===== config.mk =====
export PLATFORM = sky130hd
export DESIGN_NAME = content_type_sniffer_top_flat
export DESIGN_NICKNAME = d
export VERILOG_FILES = /design/src/sv/cts_pkg.sv /design/src/sv/cts_if.sv /design/src/sv/content_type_sniffer_top.sv /design/src/sv/cts_sniff_state.sv /design/src/flat_wrapper.sv
export SDC_FILE = /design/constraint.sdc
export NUM_CORES = 1
export LEC_CHECK = 0
export ABC_AREA = 1
export ABC_CLOCK_PERIOD_IN_PS = 4100
export BUFFER_PORTS_ARGS = -buffer_cell sky130_fd_sc_hd__buf_2
export CAP_MARGIN = 30
export CELL_PAD_IN_SITES_DETAIL_PLACEMENT = 1
export CELL_PAD_IN_SITES_GLOBAL_PLACEMENT = 2
export CORE_UTILIZATION = 32
export CTS_BUF_LIST = sky130_fd_sc_hd__clkbuf_4
export DETAILED_ROUTE_END_ITERATION = 10
export GPL_TIMING_DRIVEN = 0
export MAX_ROUTING_LAYER = met4
export PLACE_DENSITY = 0.79
export SYNTH_ARGS = -nofsm -noshare
export SYNTH_HDL_FRONTEND = slang
export SYNTH_SLANG_ARGS = --single-unit

===== constraint.sdc =====
create_clock -name i_clk -period 4.1 [get_ports i_clk]
set_input_delay 0 -clock i_clk [delete_from_list [all_inputs] [get_ports i_clk]]
set_output_delay 0 -clock i_clk [all_outputs]
set_load 0.05 [all_outputs]

===== src/sv/cts_pkg.sv =====
`timescale 1ns / 1ps
`default_nettype none
// ----------------------------------------------------------------------------
// Content type sniffer package
// Shared constants, type codes, the result struct and the byte helpers used
// to match HTML tags and file signatures.
// ----------------------------------------------------------------------------
package cts_pkg;

    // Number of leading bytes that are counted and judged for text.
    localparam int SAMPLE_LEN = 256;
    localparam int CNT_W      = $clog2(SAMPLE_LEN + 1);

    // HTML tag table.
    localparam int TAG_COUNT = 5;
    localparam int TAG_MAX   = 17;
    localparam int POS_W     = $clog2(TAG_MAX + 1);

    // Lowercase tag text, right-justified: the first character is the most
    // significant byte of the used part.
    localparam logic [8*TAG_MAX-1:0] TAG_TEXT [TAG_COUNT] = '{
        (8*TAG_MAX)'("<html"),
        (8*TAG_MAX)'("<head"),
        (8*TAG_MAX)'("<title"),
        (8*TAG_MAX)'("<!doctype html"),
        (8*TAG_MAX)'("<!-- html listing")
    };
    localparam logic [POS_W-1:0] TAG_LEN [TAG_COUNT] = '{
        POS_W'(5), POS_W'(5), POS_W'(6), POS_W'(14), POS_W'(17)
    };

    // Signature bytes.
    localparam logic [7:0] PNG_LEAD  = 8'h89;
    localparam logic [7:0] JPEG_LEAD = 8'hFF;
    localparam logic [7:0] JPEG_NEXT = 8'hD8;

    // Result type codes.
    typedef enum logic [2:0] {
        TYPE_OCTET = 3'd0,
        TYPE_HTML  = 3'd1,
        TYPE_PLAIN = 3'd2,
        TYPE_GIF   = 3'd3,
        TYPE_PNG   = 3'd4,
        TYPE_JPEG  = 3'd5
    } t_type_code;

    typedef struct packed {
        t_type_code type_code;
        logic       certain;
    } t_result;

    // Fold ASCII capitals to lowercase; every other byte passes unchanged.
    function automatic logic [7:0] fold_case(input logic [7:0] b);
        logic [7:0] f;
        f = b;
        if (b >= 8'd65 && b <= 8'd90) begin
            f = b + 8'd32;
        end
        return f;
    endfunction

    // Space and the control characters 9 to 13.
    function automatic logic is_space(input logic [7:0] b);
        return (b == 8'd32) || (b >= 8'd9 && b <= 8'd13);
    endfunction

    // Character of a tag at a position; zero past the end of the tag.
    function automatic logic [7:0] tag_char(input int tag, input logic [POS_W-1:0] pos);
        logic [7:0] ch;
        int         sel;
        ch = 8'd0;
        if (pos < TAG_LEN[tag]) begin
            sel = int'(TAG_LEN[tag]) - 1 - int'(pos);
            ch  = TAG_TEXT[tag][8*sel +: 8];
        end
        return ch;
    endfunction

endpackage : cts_pkg
`default_nettype wire


===== src/sv/cts_if.sv =====
`timescale 1ns / 1ps
`default_nettype none
// ----------------------------------------------------------------------------
// Content type sniffer channels
// Valid/ready channels for the sample bytes and for the typed result.
// ----------------------------------------------------------------------------
interface cts_in_if;
    logic       valid;
    logic       ready;
    logic [7:0] data_byte;
    logic       last_byte;

    modport source (output valid, output data_byte, output last_byte, input ready);
    modport sink   (input valid, input data_byte, input last_byte, output ready);
endinterface : cts_in_if

interface cts_out_if;
    logic       valid;
    logic       ready;
    logic [2:0] type_code;
    logic       certain;

    modport source (output valid, output type_code, output certain, input ready);
    modport sink   (input valid, input type_code, input certain, output ready);
endinterface : cts_out_if
`default_nettype wire


===== src/sv/content_type_sniffer_top.sv =====
`timescale 1ns / 1ps
`default_nettype none
// ----------------------------------------------------------------------------
// Content type sniffer
// Guesses the content type of a byte sample from HTML tags, image
// signatures and the share of non-printable bytes.
// ----------------------------------------------------------------------------
// Usage:
// - i_in carries one sample byte per beat; last_byte marks the final beat.
// - o_out carries one beat per sample: type_code (0 octet-stream, 1 html,
//   2 plain text, 3 gif, 4 png, 5 jpeg) and certain.
// - Throughput is one byte per cycle unless a last byte waits for a stalled
//   result. Each byte sits in an input register while the sniffing state
//   is updated from it. The last byte passes the input register, then the
//   result register, before its result is offered on o_out.
// - The result register decouples the sides: bytes keep flowing while a
//   result waits. Only a last byte held in the input register waits for
//   a stalled result to be taken, and then i_in.ready drops.
// - Reset (synchronous, active low) empties both registers and returns the
//   sniffing state to the start of a sample. After every result the state
//   also starts over for the next sample.
// ----------------------------------------------------------------------------
module content_type_sniffer_top (
    input  wire logic  i_clk,
    input  wire logic  i_rst_n,
    cts_in_if.sink     i_in,
    cts_out_if.source  o_out
);
    import cts_pkg::*;

    logic       r_in_valid, n_in_valid;
    logic [7:0] r_in_byte;
    logic       r_in_last;
    logic       r_out_valid, n_out_valid;
    t_result    r_out;
    t_result    result;
    logic       out_free;
    logic       step;

    // Handshake control.
    always_comb begin
        out_free    = !r_out_valid || o_out.ready;
        step        = r_in_valid && (!r_in_last || out_free);
        i_in.ready  = !r_in_valid || step;
        n_in_valid  = i_in.ready ? i_in.valid : r_in_valid;
        n_out_valid = r_out_valid;
        if (step && r_in_last) begin
            n_out_valid = 1'b1;
        end else if (o_out.ready) begin
            n_out_valid = 1'b0;
        end
    end

    // Input register.
    always_ff @(posedge i_clk) begin
        if (!i_rst_n) begin
            r_in_valid <= 1'b0;
        end else begin
            r_in_valid <= n_in_valid;
        end
        if (i_in.valid && i_in.ready) begin
            r_in_byte <= i_in.data_byte;
            r_in_last <= i_in.last_byte;
        end
    end

    // Sniffing state and decision.
    cts_sniff_state u_state (
        .i_clk       (i_clk),
        .i_rst_n     (i_rst_n),
        .i_step      (step),
        .i_data_byte (r_in_byte),
        .i_last_byte (r_in_last),
        .o_result    (result)
    );

    // Result register.
    always_ff @(posedge i_clk) begin
        if (!i_rst_n) begin
            r_out_valid <= 1'b0;
        end else begin
            r_out_valid <= n_out_valid;
        end
        if (step && r_in_last) begin
            r_out <= result;
        end
    end

    assign o_out.valid     = r_out_valid;
    assign o_out.type_code = r_out.type_code;
    assign o_out.certain   = r_out.certain;

endmodule : content_type_sniffer_top
`default_nettype wire


===== src/sv/cts_sniff_state.sv =====
`timescale 1ns / 1ps
`default_nettype none
// ----------------------------------------------------------------------------
// Content type sniffer state
// Holds the per-sample match state, updates it with one byte per step and
// forms the type decision from the updated state.
// ----------------------------------------------------------------------------
module cts_sniff_state (
    input  wire logic           i_clk,
    input  wire logic           i_rst_n,
    input  wire logic           i_step,
    input  wire logic [7:0]     i_data_byte,
    input  wire logic           i_last_byte,
    output cts_pkg::t_result    o_result
);
    import cts_pkg::*;

    logic                 r_skip, n_skip;
    logic [POS_W-1:0]     r_pos, n_pos;
    logic [TAG_COUNT-1:0] r_cand, n_cand;
    logic                 r_html, n_html;
    logic [31:0]          r_lead, n_lead;
    logic [CNT_W-1:0]     r_seen, n_seen;
    logic [CNT_W-1:0]     r_odd, n_odd;

    logic [7:0]           folded;
    logic [7:0]           lead0, lead1, lead2, lead3;
    logic [CNT_W+3:0]     odd_times_ten;

    // Next state for one byte.
    always_comb begin
        n_skip = r_skip;
        n_pos  = r_pos;
        n_cand = r_cand;
        n_html = r_html;
        n_lead = r_lead;
        n_seen = r_seen;
        n_odd  = r_odd;
        folded = fold_case(i_data_byte);

        // Tag match, once leading whitespace is over.
        if (!(r_skip && is_space(i_data_byte))) begin
            n_skip = 1'b0;
            if (!r_html && (r_cand != '0) && (r_pos < POS_W'(TAG_MAX))) begin
                for (int c = 0; c < TAG_COUNT; c++) begin
                    if (r_cand[c]) begin
                        if ((r_pos < TAG_LEN[c]) && (folded == tag_char(c, r_pos))) begin
                            if ((r_pos + POS_W'(1)) == TAG_LEN[c]) begin
                                n_html = 1'b1;
                            end
                        end else begin
                            n_cand[c] = 1'b0;
                        end
                    end
                end
                n_pos = r_pos + POS_W'(1);
            end
        end

        // The first four bytes are kept for the signature checks.
        if (r_seen < CNT_W'(4)) begin
            n_lead[8*r_seen[1:0] +: 8] = i_data_byte;
        end

        // Count bytes and odd bytes over the sample window.
        if (r_seen < CNT_W'(SAMPLE_LEN)) begin
            if ((i_data_byte < 8'd32 || i_data_byte > 8'd126) && !is_space(i_data_byte)) begin
                n_odd = r_odd + CNT_W'(1);
            end
            n_seen = r_seen + CNT_W'(1);
        end
    end

    // Type decision from the updated state. The text test odd > floor(n/10)
    // is the same as 10 * odd > n for integers.
    always_comb begin
        lead0         = n_lead[7:0];
        lead1         = n_lead[15:8];
        lead2         = n_lead[23:16];
        lead3         = n_lead[31:24];
        odd_times_ten = {1'b0, n_odd, 3'b000} + {3'b000, n_odd, 1'b0};
        o_result.certain = 1'b1;
        if (n_html) begin
            o_result.type_code = TYPE_HTML;
        end else if ((n_seen >= CNT_W'(4)) && (fold_case(lead0) == "g") &&
                     (fold_case(lead1) == "i") && (fold_case(lead2) == "f") &&
                     (lead3 == "8")) begin
            o_result.type_code = TYPE_GIF;
        end else if ((n_seen >= CNT_W'(4)) && (lead0 == PNG_LEAD) &&
                     (fold_case(lead1) == "p") && (fold_case(lead2) == "n") &&
                     (fold_case(lead3) == "g")) begin
            o_result.type_code = TYPE_PNG;
        end else if ((n_seen >= CNT_W'(2)) && (lead0 == JPEG_LEAD) &&
                     (lead1 == JPEG_NEXT)) begin
            o_result.type_code = TYPE_JPEG;
        end else begin
            o_result.type_code = (odd_times_ten > {4'b0000, n_seen}) ? TYPE_OCTET : TYPE_PLAIN;
            o_result.certain   = (n_seen == CNT_W'(SAMPLE_LEN));
        end
    end

    // State register; a sample's last byte returns everything to reset.
    always_ff @(posedge i_clk) begin
        if (!i_rst_n || (i_step && i_last_byte)) begin
            r_skip <= 1'b1;
            r_pos  <= '0;
            r_cand <= '1;
            r_html <= 1'b0;
            r_lead <= '0;
            r_seen <= '0;
            r_odd  <= '0;
        end else if (i_step) begin
            r_skip <= n_skip;
            r_pos  <= n_pos;
            r_cand <= n_cand;
            r_html <= n_html;
            r_lead <= n_lead;
            r_seen <= n_seen;
            r_odd  <= n_odd;
        end
    end

endmodule : cts_sniff_state
`default_nettype wire


===== src/flat_wrapper.sv =====
// flat-port wrapper written by rule: the top's interface ports become plain ports
module content_type_sniffer_top_flat import cts_pkg::*;
  (i_clk, i_rst_n, i_in_valid, i_in_data_byte, i_in_last_byte, i_in_ready, o_out_valid, o_out_type_code, o_out_certain, o_out_ready);
  cts_in_if i_in_i ();
  cts_out_if o_out_i ();
  input  wire logic i_clk;
  input  wire logic i_rst_n;
  input wire logic [$bits(i_in_i.valid)-1:0] i_in_valid;
  input wire logic [$bits(i_in_i.data_byte)-1:0] i_in_data_byte;
  input wire logic [$bits(i_in_i.last_byte)-1:0] i_in_last_byte;
  output wire logic [$bits(i_in_i.ready)-1:0] i_in_ready;
  output wire logic [$bits(o_out_i.valid)-1:0] o_out_valid;
  output wire logic [$bits(o_out_i.type_code)-1:0] o_out_type_code;
  output wire logic [$bits(o_out_i.certain)-1:0] o_out_certain;
  input wire logic [$bits(o_out_i.ready)-1:0] o_out_ready;
  assign i_in_i.valid = i_in_valid;
  assign i_in_i.data_byte = i_in_data_byte;
  assign i_in_i.last_byte = i_in_last_byte;
  assign i_in_ready = i_in_i.ready;
  assign o_out_valid = o_out_i.valid;
  assign o_out_type_code = o_out_i.type_code;
  assign o_out_certain = o_out_i.certain;
  assign o_out_i.ready = o_out_ready;
  content_type_sniffer_top u_core (.i_clk(i_clk), .i_rst_n(i_rst_n), .i_in(i_in_i), .o_out(o_out_i));
endmodule

==> impl_metrics.csv <==
group,metric,value,unit
status,status,"finished, violations left",
status,violations,"negative setup slack",
placed_design,dp_hpwl,19600,um
logic_synthesis,synth_cell_types,47,
detailed_routing,wirelength,25800,um
sta,worstMarginPinSlew,0.654,ns
cells_and_area,fin_nets,1285,
clocking,clock_latency,0.47,ns
floorplan,io_pins,19,
worst_setup_path,cp.depth,28,
logic_synthesis,synth_edf_count,13,
worst_setup_path,start_kind,"flip-flop",
worst_setup_path,path_class,"reg2reg",
flow_run,drv_cap,0,
pwr,clock_power_share,23.7,%
cells_and_area,layout-drive-gt1-share,14.7,%
cells_and_area,num-fill-cells,2830,
logic_synthesis,synth_seq_area_share,23.8,%
cells_and_area,utilization,38.6,%
placed_design,place.gp.congestion,0.880,
worst_setup_path,path_delay_family,"simple AND/OR/NAND/NOR gates",
logic_synthesis,synth_nets,1207,
floorplan,std_cell_rows,53,
worst_setup_path,crit_slowest_cell,"edfxtp_1",
sta,skew,0.0278,ns
sta,maxSlewHeadroom,56.2,%
detailed_routing,route.detailed.drc,0,
worst_setup_path,crit_arrival,4.53,ns
worst_setup_path,critPathCaptureType,"flip-flop",
cells_and_area,area_delta_synth_final,17.2,%
pwr,pwr_density_cell,296,nW/um^2
placed_design,port-buffer-count,18,
cells_and_area,seq_area,1670,um^2
placed_design,dp.cells,1451,
sta,setup_slack,-0.0860,ns
pwr,power_leakage,4.15,nW
worst_setup_path,crit_buf_inv,6,
sta,post-route-min-period,4.19,ns
logic_synthesis,synth_compound_area_share,15.3,%
global_routing,antenna_found_initial,1,
floorplan,core_region_area,21300,um^2
global_routing,grt_pass1_vias,7551,
sta,setup_violations,1,
floorplan,start_util,33.0,%
clocking,clock_sinks,77,
logic_synthesis,syn_area,7020,um^2
logic_synthesis,syn_inst,1158,
logic_synthesis,ys_ff_latch,77,
clocking,cts_buffers,9,
cells_and_area,fin_cells,1517,
detailed_routing,vias,7707,
cells_and_area,multiInputGateArea,4570,um^2
logic_synthesis,yosys_warnings,0,
floorplan,die_x,150,um
clocking,clk_path_buf_depth,2,
sta,rsz0062_at_grt,"yes",
floorplan,design.die.area,22500,um^2
global_routing,grt_pass1_wl,40500,um
clocking,htree_num_levels,3,
logic_synthesis,yosys.area.top_type,"dfxtp_1",
placed_design,place_area,7460,um^2
logic_synthesis,synthSimpleGateAreaFrac,38.9,%
detailed_routing,ant_nets,0,
clocking,cts_root_buffer,"clkbuf_4",
detailed_routing,drt_iter0_markers,264,
detailed_routing,viasPerCell,5.08,
pwr,ir_drop,136,uV
logic_synthesis,synth.top_cell.area_share,18.2,%
sta,hold_violations,0,
pwr,comb_power_share,41.5,%
worst_setup_path,reg2reg_depth,28,
logic_synthesis,synthArstFlopShare,0,%
detailed_routing,avgRoutedWirePerCell,17.0,um
logic_synthesis,synth_mux_area_share,0,%
pwr,power_frac_seq,34.9,%
sta,slew_viol_final,0,
global_routing,grtUsageTotal,24.3,%
pwr,p_sw,1.02,mW
floorplan,die_h,150,um
logic_synthesis,synth_top_family_by_area,"simple AND/OR/NAND/NOR gates",
logic_synthesis,synth_area_per_cell,6.06,um^2
global_routing,grt_start_max_net_pins,14,
pwr,p_sw_share,41.7,%
detailed_routing,dr.pass1.iters,5,
worst_setup_path,critical_path.max_stage_delay,0.45,ns
global_routing,overflow,0,
pwr,internal-power,1.42,mW
sta,fin_tns_setup,-0.0860,ns
worst_setup_path,cp.required,4.44,ns
sta,clock.fmax,239,MHz
sta,finalCritPeriodShare,102,%
cells_and_area,design_area,8230,um^2
logic_synthesis,synth_xor_area_share,2.00,%
min_path,holdPathStages,2,
clocking,path_clk_slew,0.14,ns
placed_design,place_ws,-0.836,ns
logic_synthesis,ys.flop_type,"dfxtp_1",
logic_synthesis,synthAdderAreaFrac,6.52,%
min_path,hold_class,"in2reg",
logic_synthesis,yosys-top-cells-area,"dfxtp_1 18%, nand2_1 17%, inv_1 9.8%, nand3_1 7.8%, ha_1 6.2%",
clocking,cts_tree,"done",
worst_setup_path,path_max_fanout,4,
## metal layers
| layer | part of all wire (%) | up-vias | track usage, % |
|---|---|---|---|
| met5 | 0 | - | - |
| met4 | 2.1 | 0 | 6.31 |
| met1 | 51 | 3700 | 32.5 |
| met2 | 44 | 87 | 38.5 |
| li1 | - | 3891 | - |
| met3 | 2.3 | 29 | 2.97 |
## cells by family after synthesis
kind of cell	Yosys count
xor+xnor	16
compound gates	188
flops	77
simple gates	612
buf+inv	229
fa+ha+maj	36
## through the flow
step           total power [mW]  hold slack [ns]
2_1_floorplan              1.54           0.0989
3_3_place_gp               1.78            0.183
3_5_place_dp               1.79            0.179
4_1_cts                    2.44            0.213
5_1_grt                    2.61            0.232
6_report                   2.44            0.257
## synth_stat cells (11+ instances only)
master,number
nand2_1,317
nand4_1,32
buf_2,11
xor2_1,12
edfxtp_1,13
o21ai_0,77
nand3_1,110
nand2_2,11
a21oi_1,59
clkbuf_1,17
inv_1,183
o211ai_1,20
ha_1,35
nor2_1,102
dfxtp_1,64
## cells in the final DEF, fill, tap and decap left out, drive strengths merged, types with 3 or more instances in the layout
cell,instances
o21ai,94
clkinvlp,4
dfxtp,64
inv,189
o211ai,20
xor2,12
a21oi,63
nand3,113
nor3,11
nand4,32
a21o,3
buf,74
clkbuf,29
nand2,330
xnor2,4
nor2,116
dlygate4sd3,13
edfxtp,13
nand3b,6
a211oi,3
ha,35
## worst paths after layout
check,startpoint,endpoint,slack [ns]
setup / recovery,u_core.r_in_byte[6],u_core.o_out.type_code[1],-0.09
hold / removal,i_in_data_byte[7],u_core.r_in_byte[7],0.26
setup reg to reg,u_core.r_in_byte[6],u_core.o_out.type_code[1],-0.09
hold reg to reg,u_core.u_state.r_cand[3],u_core.u_state.r_cand[3],0.48
## layout make-up
| type | instances | share of cell area (%) |
|---|---|---|
| Multi-Input combinational cell | 852 | 55.5 |
| Sequential cell | 77 | 20.3 |
| Inverter | 191 | 8.85 |
| Timing Repair Buffer | 67 | 6.05 |
| Tap cell | 275 | 4.18 |
| Buffer | 38 | 3.04 |
| Clock buffer | 11 | 1.00 |
| Clock inverter | 5 | 1.00 |
| Antenna cell | 1 | 0.0304 |
## repair_timing
| action | CTS | global route |
|---|---|---|
| endpoints found under the setup margin | 1 | 1 |
| hold buffers | 13 | 0 |
| endpoints found under the hold margin | 11 | 0 |
| pin swaps | 25 | 21 |
| gates resized for setup | 33 | 19 |
| buffers inserted | 31 | 5 |
## flip-flops by register name (all words and copies together) (netlist names)
register                count
u_core.u_state.r_pos        5
u_core.o_out.valid          1
u_core.u_state.r_skip       1
u_core.u_state.r_cand       5
u_core.u_state.r_seen       9
u_core.r_in_byte            8
u_core.r_in_last            1
u_core.r_in_valid           1
u_core.o_out.type_code      3
u_core.u_state.r_lead      32
u_core.u_state.r_odd        9
u_core.o_out.certain        1
u_core.u_state.r_html       1
## power groups by stage
| stage | registers, mW | logic, mW | clock network (mW) |
|---|---|---|---|
| 4_1_cts | 0.849 | 0.986 | 0.603 |
| 3_5_place_dp | 0.866 | 0.929 | 0 |
| 2_1_floorplan | 0.860 | 0.680 | 0 |
| 5_1_grt | 0.855 | 1.13 | 0.621 |
| 6_report | 0.849 | 1.01 | 0.576 |
| 3_3_place_gp | 0.865 | 0.915 | 0 |
No activity file was read; power rests on OpenSTA's default activity.
